<file path="config.mk">
export PLATFORM = sky130hd
export DESIGN_NAME = preemptive_sjf_scheduler
export DESIGN_NICKNAME = d
export VERILOG_FILES = /design/src/sjf_pkg.sv /design/src/sjf_ctrl.sv /design/src/sjf_dp.sv /design/src/preemptive_sjf_scheduler.sv
export SDC_FILE = /design/constraint.sdc
export NUM_CORES = 1
export LEC_CHECK = 0
export BUFFER_PORTS_ARGS = -buffer_cell sky130_fd_sc_hd__buf_2
export CORE_ASPECT_RATIO = 0.8
export CORE_MARGIN = 10
export CORE_UTILIZATION = 37
export DETAILED_ROUTE_END_ITERATION = 16
export PLACE_DENSITY = 0.48
export SLEW_MARGIN = 20
export SYNTH_ARGS = -nofsm -noshare
export SYNTH_HDL_FRONTEND = slang
export SYNTH_SLANG_ARGS = --single-unit
</file>
<file path="constraint.sdc">
create_clock -name clk -period 6.65 [get_ports clk]
set_input_delay 0.665 -clock clk [delete_from_list [all_inputs] [get_ports clk]]
set_output_delay 0.665 -clock clk [all_outputs]
set_load 0.1 [all_outputs]
</file>
<file path="src/sjf_pkg.sv">
// shared types and constants for the preemptive shortest-remaining-time scheduler
// used by sjf_ctrl, sjf_dp and preemptive_sjf_scheduler; no dependencies
package sjf_pkg;

    // sizing
    localparam int MAX_JOBS      = 32;
    localparam int BURST_WIDTH   = 16;
    localparam int SLOT_W        = $clog2(MAX_JOBS);
    localparam int CNT_W         = SLOT_W + 1;
    localparam int JOB_W         = 5;
    localparam int CFG_W         = 6;
    localparam int BURST_IN_W    = 16;
    localparam int JOB_COUNT_RST = 32;
    localparam int FIN_MAX       = 63;

    // opcodes
    localparam logic OP_ARRIVE = 1'b0;
    localparam logic OP_TICK   = 1'b1;

    typedef struct packed {
        logic                  opcode;
        logic [BURST_IN_W-1:0] burst;
    } item_t;

    typedef struct packed {
        logic             running_valid;
        logic [JOB_W-1:0] running_job;
        logic             first_dispatch;
        logic             preempt_valid;
        logic [JOB_W-1:0] preempt_job;
        logic             finish_valid;
        logic [JOB_W-1:0] finish_job;
        logic             all_done;
        logic             rejected;
    } result_t;

    typedef enum logic [1:0] {
        ST_IDLE,
        ST_EXEC,
        ST_SCAN
    } state_t;

    // controller to datapath
    typedef struct packed {
        logic load;
        logic arrive;
        logic charge;
        logic scan_start;
        logic scan_run;
        logic dispatch;
        logic idle_tick;
    } cmd_t;

    // datapath to controller
    typedef struct packed {
        logic opcode;
        logic cpu_busy;
        logic scan_done;
        logic found;
    } stat_t;

endpackage

</file>
<file path="src/sjf_ctrl.sv">
// control state machine of the scheduler: sequences arrival, charge and ready-slot scan
// depends on sjf_pkg for the state, command and status types
module sjf_ctrl
    import sjf_pkg::*;
(
    input  logic  clk,
    input  logic  rst_n,
    input  logic  start,
    input  stat_t stat,
    output cmd_t  cmd,
    output logic  busy
);

    state_t state_reg;
    state_t state_next;

    // state register
    always_ff @(posedge clk or negedge rst_n)
    begin
        if (!rst_n)
        begin
            state_reg <= ST_IDLE;
        end
        else
        begin
            state_reg <= state_next;
        end
    end

    // next state and commands
    always_comb
    begin
        state_next = state_reg;
        cmd        = '0;
        unique case (state_reg)
            ST_IDLE:
            begin
                if (start)
                begin
                    cmd.load   = 1'b1;
                    state_next = ST_EXEC;
                end
            end
            ST_EXEC:
            begin
                if (stat.opcode == OP_ARRIVE)
                begin
                    cmd.arrive = 1'b1;
                    state_next = ST_IDLE;
                end
                else if (stat.cpu_busy)
                begin
                    cmd.charge = 1'b1;
                    state_next = ST_IDLE;
                end
                else
                begin
                    cmd.scan_start = 1'b1;
                    state_next     = ST_SCAN;
                end
            end
            ST_SCAN:
            begin
                if (stat.scan_done)
                begin
                    if (stat.found)
                    begin
                        cmd.dispatch = 1'b1;
                    end
                    else
                    begin
                        cmd.idle_tick = 1'b1;
                    end
                    state_next = ST_IDLE;
                end
                else
                begin
                    cmd.scan_run = 1'b1;
                end
            end
            default:
            begin
                state_next = ST_IDLE;
            end
        endcase
    end

    assign busy = (state_reg != ST_IDLE);

endmodule

</file>
<file path="src/sjf_dp.sv">
// datapath of the scheduler: remaining-time memory, slot status, scan unit and result register
// depends on sjf_pkg for types and sizing
module sjf_dp
    import sjf_pkg::*;
(
    input  logic             clk,
    input  logic             rst_n,
    input  item_t            item,
    input  logic             cfg_we,
    input  logic [CFG_W-1:0] cfg_data,
    input  cmd_t             cmd,
    output stat_t            stat,
    output logic             done,
    output result_t          result
);

    // remaining time store, no reset
    logic [BURST_WIDTH-1:0] mem [MAX_JOBS];
    logic [BURST_WIDTH-1:0] rdata_reg;

    // latched transaction
    logic                   opcode_reg;
    logic [BURST_WIDTH-1:0] burst_reg;

    // scheduler state
    logic [CFG_W-1:0]    job_count_reg;
    logic [MAX_JOBS-1:0] ready_reg,    ready_next;
    logic [MAX_JOBS-1:0] disp_reg,     disp_next;
    logic [SLOT_W-1:0]   cur_job_reg,  cur_job_next;
    logic                cpu_busy_reg, cpu_busy_next;
    logic [CNT_W-1:0]    next_slot_reg, next_slot_next;
    logic [CFG_W-1:0]    fin_cnt_reg,  fin_cnt_next;

    // scan unit
    logic [CNT_W-1:0]       scan_idx_reg;
    logic                   pend_reg;
    logic [SLOT_W-1:0]      cmp_slot_reg;
    logic [SLOT_W-1:0]      best_reg;
    logic [BURST_WIDTH-1:0] best_rem_reg;
    logic                   found_reg;

    // result
    logic    done_reg,   done_next;
    result_t result_reg, result_next;

    // arrival and charge terms
    logic [SLOT_W-1:0]      arr_slot;
    logic                   arr_rej;
    logic                   arr_pre;
    logic [SLOT_W-1:0]      chg_slot;
    logic [BURST_WIDTH-1:0] chg_old;
    logic [BURST_WIDTH-1:0] chg_new;
    logic                   chg_fin;
    logic                   scan_issue;
    logic                   cmp_take;
    logic [SLOT_W-1:0]      rd_addr;
    logic                   wr_en;
    logic [SLOT_W-1:0]      wr_addr;
    logic [BURST_WIDTH-1:0] wr_data;

    assign arr_slot = next_slot_reg[SLOT_W-1:0];
    assign arr_rej  = (next_slot_reg >= CNT_W'(MAX_JOBS))
                   || (32'(next_slot_reg) >= 32'(job_count_reg))
                   || (burst_reg == '0);
    assign arr_pre  = cpu_busy_reg && (burst_reg < rdata_reg);

    // charge either the running job or the one just picked by the scan
    assign chg_slot = cmd.dispatch ? best_reg : cur_job_reg;
    assign chg_old  = cmd.dispatch ? best_rem_reg : rdata_reg;
    assign chg_new  = (chg_old != '0) ? chg_old - BURST_WIDTH'(1) : chg_old;
    assign chg_fin  = (chg_new == '0);

    // scan issues one read per cycle and compares the read data in the next cycle
    assign scan_issue = cmd.scan_run && (scan_idx_reg < CNT_W'(MAX_JOBS));
    assign cmp_take   = pend_reg && ready_reg[cmp_slot_reg]
                     && (!found_reg || (rdata_reg < best_rem_reg));
    assign rd_addr    = scan_issue ? scan_idx_reg[SLOT_W-1:0] : cur_job_reg;

    // memory write select
    always_comb
    begin
        wr_en   = 1'b0;
        wr_addr = chg_slot;
        wr_data = chg_new;
        if (cmd.arrive && !arr_rej)
        begin
            wr_en   = 1'b1;
            wr_addr = arr_slot;
            wr_data = burst_reg;
        end
        else if (cmd.charge || cmd.dispatch)
        begin
            wr_en = 1'b1;
        end
    end

    // next scheduler state and result
    always_comb
    begin
        ready_next     = ready_reg;
        disp_next      = disp_reg;
        cur_job_next   = cur_job_reg;
        cpu_busy_next  = cpu_busy_reg;
        next_slot_next = next_slot_reg;
        fin_cnt_next   = fin_cnt_reg;
        done_next      = cmd.arrive || cmd.charge || cmd.dispatch || cmd.idle_tick;
        result_next    = '0;

        // arrival, possibly preempting the running job
        if (cmd.arrive)
        begin
            if (arr_rej)
            begin
                result_next.rejected = 1'b1;
            end
            else
            begin
                ready_next[arr_slot] = 1'b1;
                next_slot_next       = next_slot_reg + CNT_W'(1);
                if (arr_pre)
                begin
                    result_next.preempt_valid  = 1'b1;
                    result_next.preempt_job    = JOB_W'(cur_job_reg);
                    result_next.first_dispatch = !disp_reg[arr_slot];
                    cur_job_next               = arr_slot;
                    disp_next[arr_slot]        = 1'b1;
                end
            end
        end

        // dispatch of the scan winner
        if (cmd.dispatch)
        begin
            result_next.first_dispatch = !disp_reg[best_reg];
            disp_next[best_reg]        = 1'b1;
            cur_job_next               = best_reg;
            cpu_busy_next              = 1'b1;
        end

        // charge one unit, retire at zero
        if ((cmd.charge || cmd.dispatch) && chg_fin)
        begin
            result_next.finish_valid = 1'b1;
            result_next.finish_job   = JOB_W'(chg_slot);
            ready_next[chg_slot]     = 1'b0;
            cpu_busy_next            = 1'b0;
            if (fin_cnt_reg != CFG_W'(FIN_MAX))
            begin
                fin_cnt_next = fin_cnt_reg + CFG_W'(1);
            end
        end

        result_next.running_valid = cpu_busy_next;
        result_next.running_job   = JOB_W'(cur_job_next);
        result_next.all_done      = (fin_cnt_next >= job_count_reg);
    end

    // control registers
    always_ff @(posedge clk or negedge rst_n)
    begin
        if (!rst_n)
        begin
            job_count_reg <= CFG_W'(JOB_COUNT_RST);
            ready_reg     <= '0;
            disp_reg      <= '0;
            cur_job_reg   <= '0;
            cpu_busy_reg  <= 1'b0;
            next_slot_reg <= '0;
            fin_cnt_reg   <= '0;
            scan_idx_reg  <= '0;
            pend_reg      <= 1'b0;
            found_reg     <= 1'b0;
            done_reg      <= 1'b0;
        end
        else
        begin
            if (cfg_we)
            begin
                job_count_reg <= cfg_data;
            end
            ready_reg     <= ready_next;
            disp_reg      <= disp_next;
            cur_job_reg   <= cur_job_next;
            cpu_busy_reg  <= cpu_busy_next;
            next_slot_reg <= next_slot_next;
            fin_cnt_reg   <= fin_cnt_next;
            done_reg      <= done_next;
            if (cmd.scan_start)
            begin
                scan_idx_reg <= '0;
                pend_reg     <= 1'b0;
                found_reg    <= 1'b0;
            end
            else if (cmd.scan_run)
            begin
                pend_reg <= scan_issue;
                if (scan_issue)
                begin
                    scan_idx_reg <= scan_idx_reg + CNT_W'(1);
                end
                if (cmp_take)
                begin
                    found_reg <= 1'b1;
                end
            end
        end
    end

    // payload registers
    always_ff @(posedge clk)
    begin
        if (cmd.load)
        begin
            opcode_reg <= item.opcode;
            burst_reg  <= BURST_WIDTH'(item.burst);
        end
        if (cmd.scan_run)
        begin
            cmp_slot_reg <= scan_idx_reg[SLOT_W-1:0];
            if (cmp_take)
            begin
                best_reg     <= cmp_slot_reg;
                best_rem_reg <= rdata_reg;
            end
        end
        result_reg <= result_next;
    end

    // remaining time memory, one write and one registered read
    always_ff @(posedge clk)
    begin
        if (wr_en)
        begin
            mem[wr_addr] <= wr_data;
        end
        rdata_reg <= mem[rd_addr];
    end

    assign stat.opcode    = opcode_reg;
    assign stat.cpu_busy  = cpu_busy_reg;
    assign stat.scan_done = (scan_idx_reg == CNT_W'(MAX_JOBS)) && !pend_reg;
    assign stat.found     = found_reg;

    assign done   = done_reg;
    assign result = result_reg;

    // a running job is always a ready slot
    a_busy_ready: assert property (@(posedge clk) disable iff (!rst_n)
        cpu_busy_reg |-> ready_reg[cur_job_reg])
        else $error("running job is not marked ready");

    // preemption and finish never share a transaction
    a_pre_fin: assert property (@(posedge clk) disable iff (!rst_n)
        done_reg |-> !(result_reg.preempt_valid && result_reg.finish_valid))
        else $error("preempt and finish in one result");

    // a refused arrival changes nothing on the cpu
    a_rej_quiet: assert property (@(posedge clk) disable iff (!rst_n)
        (done_reg && result_reg.rejected)
            |-> !result_reg.preempt_valid && !result_reg.first_dispatch)
        else $error("rejected arrival touched the cpu");

    // finished count never goes back
    a_fin_mono: assert property (@(posedge clk) disable iff (!rst_n)
        1'b1 |=> fin_cnt_reg >= $past(fin_cnt_reg))
        else $error("finished count decreased");

endmodule

</file>
<file path="src/preemptive_sjf_scheduler.sv">
// Arrival, and tick with a running job, are loaded in IDLE, run in EXEC and give a registered result;
// busy is high for 1 cycle, and a new item is accepted as soon as busy is low again.
// Tick with an idle cpu scans all MAX_JOBS slots through the single read port of the
// remaining-time memory in the SCAN state, and no new item is accepted until the scan ends.
// The result strobe done lasts one cycle and cannot be stalled.
// Reset (rst_n, async, active low) clears all slot status at once; no clearing pass.
module preemptive_sjf_scheduler
    import sjf_pkg::*;
(
    input  logic             clk,
    input  logic             rst_n,
    input  logic             start,
    input  item_t            item,
    output logic             busy,
    output logic             done,
    output result_t          result,
    input  logic             cfg_we,
    input  logic [CFG_W-1:0] cfg_data
);

    cmd_t  cmd;
    stat_t stat;

    // sequencer
    sjf_ctrl u_ctrl (
        .clk   (clk),
        .rst_n (rst_n),
        .start (start),
        .stat  (stat),
        .cmd   (cmd),
        .busy  (busy)
    );

    // storage and arithmetic
    sjf_dp u_dp (
        .clk      (clk),
        .rst_n    (rst_n),
        .item     (item),
        .cfg_we   (cfg_we),
        .cfg_data (cfg_data),
        .cmd      (cmd),
        .stat     (stat),
        .done     (done),
        .result   (result)
    );

endmodule
</file>
==> metrics.yaml, run 1 <==
outcome:
  status: "complete, no violations"
layout:
  fin_nets: 2077
  area.growth.synth_to_final_pct: 14.8
  drive_gt1_share_pct: 21.4
  largest_reg_flops: 512
  postLayoutCoreUtil_pct: 42.6
  fin_area_um2: 33500
  instances_no_fill: 3094
global_routing:
  grt_pass1_wl_um: 122000
  top_usage_layer: "met1"
  grtUsageMet3_pct: 4.07
  grt_use_total_pct: 18.3
  grt_overflow: 0
  antenna_found_initial: 3
  grt_max_degree: 129
  met2_usage_pct: 25.3
  grt_pass1_vias: 16800
  gr-usage-met1_pct: 29.0
placed_design:
  place_ws_ps: 564
  dp_hpwl_um: 53200
  place_inst: 2958
  port_buffers: 49
  gp_congestion: 0.831
  dpl_cell_area_um2: 31100
power:
  ir_worst_vdd_mv: 0.195
  total_power_mw: 12.5
  leakage_nw: 11.9
  p_per_area_nw_per_um2: 375
floorplanning:
  pin_count: 50
  die_w_um: 334
  die_area_um2: 90500
  start_util_pct: 37.2
  rows: 92
  core_um2: 78500
  fp.dieH_um: 271
synthesis:
  syn_area_um2: 29200
  avgSynthCellArea_um2: 15.4
  yosys.cell_types.count: 64
  synthArstFlopShare_pct: 14.3
  synthCells: 1897
  ys.warnings.count: 0
  seq_area_frac_synth_pct: 68.2
  synth_edf_count: 555
  syn-num-nets: 1974
  synthFlopType: "edfxtp_1"
  ys_seq_elements: 691
timing:
  rsz0062_at_grt: "false"
  hold_ws_ps: 26.9
  finalSetupViolCount: 0
  setup_ws_ps: 528
  hold_violations: 0
  finalCriticalPeriod_ps: 6120
  fin_skew_ps: 29.6
  finalMaxSlewViolations: 0
  relSlewSlack_pct: 29.3
  fmax_mhz: 163
  max_slew.worst_pin.slew_ps: 1060
  post-route-period-util_pct: 92.1
  tns_ps: 0
worst_setup_path:
  start_kind: "flop"
  critPathKind: "flop to flop"
  cp.arrival_ps: 6640
  r2r-end: "u_dp.result[1]$_DFF_P_"
  cp-end-kind: "flop"
  cp_data_required_time_ps: 7170
  reg2reg_slack_ps: 530
  worst-r2r-cell-count: 21
  worstPathMaxFanout: 5
  rr_startpoint: "u_dp.scan_idx_reg[4]$_DFFE_PN0P_"
clock_tree:
  cts_resized: 0
  postCtsHoldBufs: 0
  cts_tree: "done"
  cts_setup_buffers: 0
  worstSkewPairLatency_ps: 630
  cts_made_buffers: 72
  path_clk_slew_ps: 70
  htreeDepth: 3
  clockBufferDepth: 3
  clock_tree.root_cell: "clkbuf_16"
  cts_sinks: 691
routing:
  routed_wirelength_um: 83600
  num_vias: 17300
  dr.pass1.iters: 5
  wl_per_cell_um: 27.0
  drc_errors: 0
  viasPerCell: 5.58
  ant_nets: 0
  drtIter0Drc: 1599
run:
  maxCapViolCount: 0
hold_path:
  min_path_type: "input port to asynchronous set/reset pin"
synth_stat cells, types with 4 or more instances:
master | instances | area (µm²)
o21ai_0 | 78 | 390
mux2_2 | 11 | 124
and2_1 | 12 | 75.1
a31oi_1 | 37 | 231
nor4_1 | 17 | 106
or2_2 | 4 | 25.0
xnor2_1 | 14 | 123
xor2_1 | 6 | 52.6
o22ai_1 | 5 | 31.3
a211oi_1 | 5 | 37.5
nand2b_1 | 17 | 106
nor2_1 | 96 | 360
mux2i_1 | 30 | 300
nand3_1 | 101 | 505
a21oi_1 | 93 | 465
o22a_1 | 4 | 35.0
nand2_1 | 205 | 769
or4_1 | 4 | 30.0
buf_2 | 5 | 25.0
edfxtp_1 | 555 | 16700
mux4_2 | 154 | 3470
dfxtp_1 | 37 | 741
nand3b_1 | 5 | 37.5
nor3_1 | 20 | 100
and3_1 | 8 | 50.1
o31ai_1 | 7 | 52.6
nand4_1 | 11 | 68.8
ha_1 | 50 | 626
a21o_1 | 17 | 128
nor3b_1 | 6 | 45.0
nor2b_1 | 8 | 50.1
inv_1 | 48 | 180
o211ai_1 | 5 | 37.5
dfrtp_1 | 98 | 2450
buf_1 | 27 | 101
clkbuf_1 | 61 | 229
worst max path at each step:
stage | endpoint | from | depth (start not counted)
CTS | u_dp.result[1]$_DFF_P_ | u_dp.scan_idx_reg[4]$_DFFE_PN0P_ | 21
finish | u_dp.result[1]$_DFF_P_ | u_dp.scan_idx_reg[4]$_DFFE_PN0P_ | 21
floorplan | u_dp.result[1]$_DFF_P_ | u_dp.scan_idx_reg[3]$_DFFE_PN0P_ | 25
detailed placement | u_dp.result[1]$_DFF_P_ | u_dp.scan_idx_reg[4]$_DFFE_PN0P_ | 21
global placement | u_dp.result[1]$_DFF_P_ | u_dp.scan_idx_reg[4]$_DFFE_PN0P_ | 21
global route | u_dp.result[1]$_DFF_P_ | u_dp.scan_idx_reg[4]$_DFFE_PN0P_ | 21
routing by layer:
metal | vias to the layer above | routed length (µm)
li1 | 7581 | -
met1 | 9062 | 41300
met2 | 526 | 35300
met3 | 89 | 5780
met4 | 4 | 1200
met5 | - | 21
power by group:
group | switching, mW | internal, mW | total, mW
Sequential | 0.254 | 5.45 | 5.71
Combinational | 1.96 | 0.933 | 2.89
Clock | 1.74 | 2.21 | 3.95
Total | 3.96 | 8.59 | 12.5
cells by family after synthesis:
family,Yosys count,share of synthesized area (%)
DFF,691,68.2
and+or+nand+nor,525,8.33
AOI/OAI and AO/OA,272,5.47
muxes,196,13.4
buffers and inverters,143,1.90
adders and majority gates,50,2.14
xor gates and xnor gates,20,0.601
layout by cell type (no fill, tap or decap), types with 8 or more instances in the layout:
master,count
nand4_1,11
o21ai_0,72
mux2i_1,25
nor4_1,17
nand2b_1,17
a21o_1,17
clkbuf_16,76
edfxtp_1,555
a21oi_1,90
mux2_2,11
buf_4,71
xnor2_1,14
clkinv_2,15
inv_1,48
nor2_1,88
nand3_1,101
buf_2,48
nor3_1,19
nand2_1,205
a31oi_1,36
dfxtp_1,37
and2_1,12
and3_1,8
clkbuf_1,13
nor2_2,10
clkinv_1,12
mux4_2,154
ha_1,50
nor2b_1,8
dfrtp_1,98
worst max-delay path: stages, from the launching register on:
cell and delay, ps:
dfrtp_1 460, or4b_1 670, or4_1 510, a21oi_1 250, ha_1 240, nor3b_1 320
buf_4 210, nand2_1 90, mux2_2 350, o21ai_0 250, a21oi_1 80, a2111o_1 400
or4_1 610, nor2_2 210, mux2_1 370, ha_1 290, a21o_1 160, a21o_1 170
a21oi_1 140, nor2b_1 60, o21ai_0 140, nand2b_1 60
final cells by class:
cell class / instances / area [µm²]
Clock inverter: 39 / 282
Multi-Input combinational cell: 1063 / 8920
Antenna cell: 1 / 2.50
Timing Repair Buffer: 124 / 888
Inverter: 48 / 180
Clock buffer: 94 / 2020
Sequential cell: 691 / 19900
Tap cell: 1034 / 1290
Fill cell: 7064 / 45000
Power figures use the tool's default switching activity.
==> run 2, diff against run 1 <==
- CELL_PAD_IN_SITES_DETAIL_PLACEMENT: default -> 0
- CELL_PAD_IN_SITES_GLOBAL_PLACEMENT: default -> 1
- PLACE_DENSITY: 0.48 -> 0.54
==> run 2 against run 1 <==
  * First-iteration DRC count is 2.5% lower
  * Routed wire length is 0.14% lower
  * Combinational power hardly changed
  * Non-clock buffer count is 4 higher
  * Sequential power is 0.9% lower
  * Maximum frequency is 0.96% lower
  * Clock-buffer cell count is 13 higher
  * Critical endpoint unchanged
==> metrics.yaml, run 2 (synthesized netlist as in run 1, its figures left out) <==
outcome:
  status: "complete, no violations"
clock_tree:
  cts_made_buffers: 74  # +2.8%
  cts_tree: "done"
  cts_sinks: 691  # unchanged
  path_clk_slew_ps: 60  # about the same
  clock_tree.root_cell: "clkbuf_16"
  htreeDepth: 3  # unchanged
  clockBufferDepth: 3  # unchanged
  worstSkewPairLatency_ps: 630  # about the same
power:
  power_frac_clock_pct: 32.6  # +1.1 points
  total_power_mw: 12.7  # +1.2%
  seq_power_share_pct: 44.6  # -0.9 points
  leakage_nw: 12.0  # +0.53%
  p_per_area_nw_per_um2: 378  # +0.90%
  comb_power_share_pct: 22.8  # -0.3 points
  p_switching_mw: 3.89  # -1.6%
  ir_worst_vdd_mv: 0.177  # -8.9%
  switching_share_pct: 30.6  # -0.88 points
  p_int_mw: 8.81  # +2.5%
layout:
  fin_area_um2: 33600  # +0.30%
  instances_no_fill: 3100  # +0.19%
  final_common_cell: "edfxtp_1"
  fin_nets: 2083  # +0.29%
  n_fill_cell: 7073  # +0.13%
  drive_gt1_share_pct: 21.3  # -0.10 points
  area.growth.synth_to_final_pct: 15.1
  largest_reg_flops: 512  # unchanged
  most-common-layout-cells: "edfxtp_1 (555), nand2_1 (205), mux4_2 (154)"
  postLayoutCoreUtil_pct: 42.8  # +0.13 points
placed_design:
  dpl_cell_area_um2: 31100  # about the same
  place_inst: 2962  # +0.14%
  port_buffers: 49  # unchanged
  place_ws_ps: 381  # -183 ps
  dp_hpwl_um: 53500  # +0.53%
  gp_congestion: 0.813  # -2.2%
worst_setup_path:
  critical_path_buf_inv_count: 0  # -1
  path_cells: "or4b_1, or4_1, a21oi_1, ha_1, nor3b_1, nand2_1, mux2_2, o21ai_0, a21oi_1, a2111o_1, or4_1, nor2_2, mux2_1, ha_1, a21o_1, a21o_1, a21oi_1, nor2b_1, o21ai_0, nand2b_1"
  cp-end-kind: "flop"
  cp_top_family: "simple AND/OR/NAND/NOR gates"
  critPathKind: "flop to flop"
  cp_slowest_cell: "or4b_1"
  cp.arrival_ps: 6700  # +60 ps
  worstPathMaxFanout: 5  # unchanged
  crit_path_frequent_cell: "a21oi_1"
  cp_data_required_time_ps: 7170  # about the same
  start_kind: "flop"
  critPathMaxStageDelay_ps: 660  # about the same
timing:
  post-route-period-util_pct: 92.9  # +0.89 points
  hold_ws_ps: 18.6  # -8.26 ps
  max_slew.worst_pin.slew_ps: 1060  # -4.91 ps
  rsz0062_at_grt: "false"
  fmax_mhz: 162  # -0.96%
  hold_violations: 0  # unchanged
  relSlewSlack_pct: 29.4  # +0.14 points
  finalSetupViolCount: 0  # unchanged
  tns_ps: 0  # unchanged
  finalCriticalPeriod_ps: 6180  # +59.2 ps
  fin_skew_ps: 23.5  # -6.08 ps
  finalMaxSlewViolations: 0  # unchanged
  setup_ws_ps: 469  # -59.2 ps
routing:
  dr.pass1.iters: 5  # unchanged
  drc_errors: 0  # unchanged
  routed_wirelength_um: 83500  # -0.14%
  num_vias: 17100  # -1.2%
  viasPerCell: 5.50  # -1.4%
  drtIter0Drc: 1559  # -2.5%
  ant_nets: 0  # unchanged
  wl_per_cell_um: 26.9  # -0.33%
floorplanning:
  die_w_um: 334  # unchanged
  fp.dieH_um: 271  # unchanged
  pin_count: 50  # unchanged
  rows: 92  # unchanged
  die_area_um2: 90500  # unchanged
  start_util_pct: 37.2  # unchanged
  core_um2: 78500  # unchanged
global_routing:
  grt_use_total_pct: 18.3  # +0.044 points
  grt_pass1_vias: 17300  # +2.9%
  grt_overflow: 0  # unchanged
  antenna_found_initial: 2  # -1
  grt_max_degree: 75  # -42%
  grt_pass1_wl_um: 123000  # +0.21%
run:
  maxCapViolCount: 0  # unchanged
hold_path:
  min_path_type: "input port to asynchronous set/reset pin"
-- run 2: changes by cell type in the layout (fill, tap and decap cells not counted), sizes merged --
cell      previous run  this run
buf                124       128
bufinv               1         6
clkbuf              94       107
clkinv              31        14
clkinvlp             4         1
diode                1         2
inv                 51        54
-- run 2: layout make-up --
type / instances / area (µm²) / share of cell area, %
Sequential cell: 691 / 19900 / 59.2
Multi-Input combinational cell: 1063 / 8900 / 26.5
Clock buffer: 107 / 2090 / 6.22
Tap cell: 1034 / 1290 / 3.85
Timing Repair Buffer: 128 / 890 / 2.65
Clock inverter: 27 / 332 / 0.988
Inverter: 48 / 180 / 0.537
Antenna cell: 2 / 5.00 / 0.0149
-- run 2: worst paths after layout --
check,from,to,slack [ps],cells after the start
max,u_dp.scan_idx_reg[4]$_DFFE_PN0P_,u_dp.result[1]$_DFF_P_,470,20
min reg2reg,u_dp.disp_reg[30]$_DFF_PN0_,u_dp.disp_reg[30]$_DFF_PN0_,500,2
min in group clk,item[15],u_dp.burst_reg[15]$_DFFE_PP_,210,1
max reg2reg,u_dp.scan_idx_reg[4]$_DFFE_PN0P_,u_dp.result[1]$_DFF_P_,470,20
max in group asynchronous,rst_n,u_dp.disp_reg[13]$_DFF_PN0_,5320,2
min,rst_n,u_dp.cpu_busy_reg$_DFF_PN0_,20,1
-- run 2: power groups by stage --
stage	Sequential (mW)	Combinational (mW)	Clock, mW
final	5.66	2.89	4.14
after global routing	5.69	3.17	4.43
after CTS	5.67	2.92	4.26
after detailed placement	5.76	2.91	0
after global placement	5.75	2.86	0
after floorplan	5.69	1.64	0
-- run 2: metal layers --
layer	share of wire, %	global-route usage, %	up-vias
li1	-	-	7585
met1	49	27.9	8914
met2	43	26.7	464
met3	5.6	3.42	95
met4	1.9	4.41	0
met5	0	0	-
-- run 2: timing repair --
item | in CTS | in global routing
gates resized for setup | 0 | 1
setup buffers | 0 | 0
hold buffers | 0 | 0
endpoints found under the setup margin | 0 | 1
==> run 3, diff against run 2 <==
- GPL_TIMING_DRIVEN: default -> 0
==> run 3 against run 2 <==
  * Final cell count rose by 2.5%
  * Non-clock buffer count rose by 78
  * Register-to-register slack got worse by 150 ps
  * Design area rose by 2.6%
  * Critical path depth rose by 6
  * Clock power fell by 1%
  * Global-route usage rose by 1.2 points
  * Largest cell class unchanged
==> metrics.yaml, run 3 (synthesized netlist as in run 1, its figures left out) <==
worst_setup_path:
  start_kind: "flop"
  critPathKind: "flop to flop"
  critPathMaxStageDelay_ps: 530  # -130 ps
  reg2reg_slack_ps: 320  # -150 ps
  cp_data_required_time_ps: 7180  # about the same
  r2r-end: "u_dp.result[1]$_DFF_P_"
  cp_top_family: "simple AND/OR/NAND/NOR gates"
  crit_path_frequent_cell: "buf_4"
  cp_slowest_cell: "or4_4"
  cp.arrival_ps: 6860  # +160 ps
  worstPathMaxFanout: 10  # +5
  rr_startpoint: "u_dp.scan_idx_reg[4]$_DFFE_PN0P_"
  worst-r2r-cell-count: 26  # +30%
  cp-end-kind: "flop"
  critical_path_buf_inv_count: 6  # +6
clock_tree:
  cts_sinks: 691  # unchanged
  path_clk_slew_ps: 60  # about the same
  cts_made_buffers: 74  # unchanged
  cts_tree: "done"
  clock_tree.root_cell: "clkbuf_16"
  worstSkewPairLatency_ps: 650  # +20 ps
  clockBufferDepth: 3  # unchanged
  htreeDepth: 3  # unchanged
layout:
  final_common_cell: "edfxtp_1"
  n_fill_cell: 7098  # +0.35%
  multiInputGateArea_um2: 9090  # +2.1%
  antenna_cells: 0  # -2
  drive_gt1_share_pct: 21.6  # +0.29 points
  most-common-layout-cells: "edfxtp_1 (555), nand2_1 (205), mux4_2 (154)"
  regArea_um2: 19900  # about the same
  largest_reg_flops: 512  # unchanged
  area.growth.synth_to_final_pct: 18.1
  fin_nets: 2161  # +3.7%
timing:
  hold_ws_ps: 201  # +182 ps
  fmax_mhz: 158  # -2.3%
  finalCriticalPeriod_ps: 6330  # +146 ps
  fin_skew_ps: 28.5  # +5.05 ps
  finalMaxSlewViolations: 0  # unchanged
  relSlewSlack_pct: 23.1  # -6.3 points
  max_slew.worst_pin.slew_ps: 1150  # +98.8 ps
  hold_violations: 0  # unchanged
  post-route-period-util_pct: 95.1  # +2.2 points
  finalSetupViolCount: 0  # unchanged
floorplanning:
  rows: 92  # unchanged
  pin_count: 50  # unchanged
  core_um2: 78500  # unchanged
  die_w_um: 334  # unchanged
  start_util_pct: 37.2  # unchanged
  die_area_um2: 90500  # unchanged
  fp.dieH_um: 271  # unchanged
hold_path:
  hp-start: "item[4]"
  min_path_type: "input port to flop"
  whs_path_depth: 1
  hold_end: "u_dp.burst_reg[4]$_DFFE_PP_"
global_routing:
  grt_pass1_vias: 18000  # +4.0%
  grt_use_total_pct: 19.5  # +1.2 points
  antenna_found_initial: 2  # unchanged
  grt_overflow: 0  # unchanged
  grt_pass1_wl_um: 129000  # +5.1%
  grt_max_degree: 72  # -4.0%
power:
  ir_worst_vdd_mv: 0.224  # +26%
  p_per_area_nw_per_um2: 382  # +0.93%
  leakage_nw: 12.2  # +1.5%
  total_power_mw: 13.1  # +3.5%
routing:
  wl_per_cell_um: 28.0  # +4.0%
  num_vias: 17900  # +5.1%
  drc_errors: 0  # unchanged
  dr.pass1.iters: 5  # unchanged
  drtIter0Drc: 1927  # +24%
  viasPerCell: 5.64  # +2.6%
  ant_nets: 0  # unchanged
  routed_wirelength_um: 89000  # +6.6%
placed_design:
  dp_hpwl_um: 63800  # +19%
  gp_congestion: 0.848  # +4.3%
  port_buffers: 49  # unchanged
run:
  maxCapViolCount: 0  # unchanged
outcome:
  status: "complete, no violations"
[run 3: changes by cell type in the layout (fill, tap and decap cells not counted), moves of 6 or more]
cell and change:
buf_1 +25, buf_16 +13, buf_4 -64, buf_6 +24, buf_8 +19, clkbuf_1 +62, clkinv_1 +7, nor2_1 -33
nor2_2 +28, o21ai_2 -6, o21ai_4 +6
[run 3: worst max path at each step]
stage | startpoint | endpoint | slack, ps | cells past startpoint
CTS | u_dp.scan_idx_reg[3]$_DFFE_PN0P_ | u_dp.result[1]$_DFF_P_ | 30 | 25
global route | u_dp.scan_idx_reg[4]$_DFFE_PN0P_ | u_dp.result[1]$_DFF_P_ | -10 | 25
detailed placement | u_dp.scan_idx_reg[3]$_DFFE_PN0P_ | u_dp.result[1]$_DFF_P_ | -930 | 25
global placement | u_dp.scan_idx_reg[3]$_DFFE_PN0P_ | u_dp.mem[21][9]$_DFFE_PP_ | -2890 | 14
floorplan | u_dp.scan_idx_reg[3]$_DFFE_PN0P_ | u_dp.result[1]$_DFF_P_ | 490 | 25
finish | u_dp.scan_idx_reg[4]$_DFFE_PN0P_ | u_dp.result[1]$_DFF_P_ | 320 | 26
[run 3: cell type report]
cell class	instances	share of cell area, %
Clock inverter	31	1.01
Sequential cell	691	57.7
Tap cell	1034	3.76
Multi-Input combinational cell	1063	26.4
Clock buffer	104	5.88
Buffer	95	1.18
Inverter	48	0.523
Timing Repair Buffer	111	3.52
[run 3: stage by stage]
stage / util, % / setup WS, ps / TNS, ps / instances / instance area, µm²
2_1_floorplan: - / 491 / 0 / 1897 / 29200
3_3_place_gp: 39.1 / -2890 / -772720 / 2980 / 30700
3_5_place_dp: 40.6 / -934 / -5020 / 3032 / 31900
4_1_cts: 43.7 / 30.7 / 0 / 3171 / 34300
5_1_grt: 43.9 / -10.0 / -10.0 / 3177 / 34400
6_report: 43.9 / 323 / 0 / 3177 / 34400
[run 3: repair_timing]
item / 4_1_cts / 5_1_grt
endpoints found under the hold margin: 28 / 0
cloned: 0 / 0
resized for setup: 16 / 18
pin swaps: 1 / 2
buffers inserted: 3 / 6
endpoints found under the setup margin: 25 / 1
hold buffers: 1 / 0
[run 3: where the power goes]
group | switching [mW] | leakage (nW) | internal, mW
registers | 0.224 | 6.64 | 5.45
clock network | 1.77 | 1.14 | 2.31
logic | 2.24 | 4.37 | 1.16
[run 3: layer usage]
layer  GRT usage [%]  vias to the layer above  part of all wire [%]
met1            30.0                     9393                    48
met5               0                        -                     0
met4            4.80                        0                   2.1
met3            5.13                      116                   8.3
li1                -                     7740                     -
met2            26.9                      679                    41
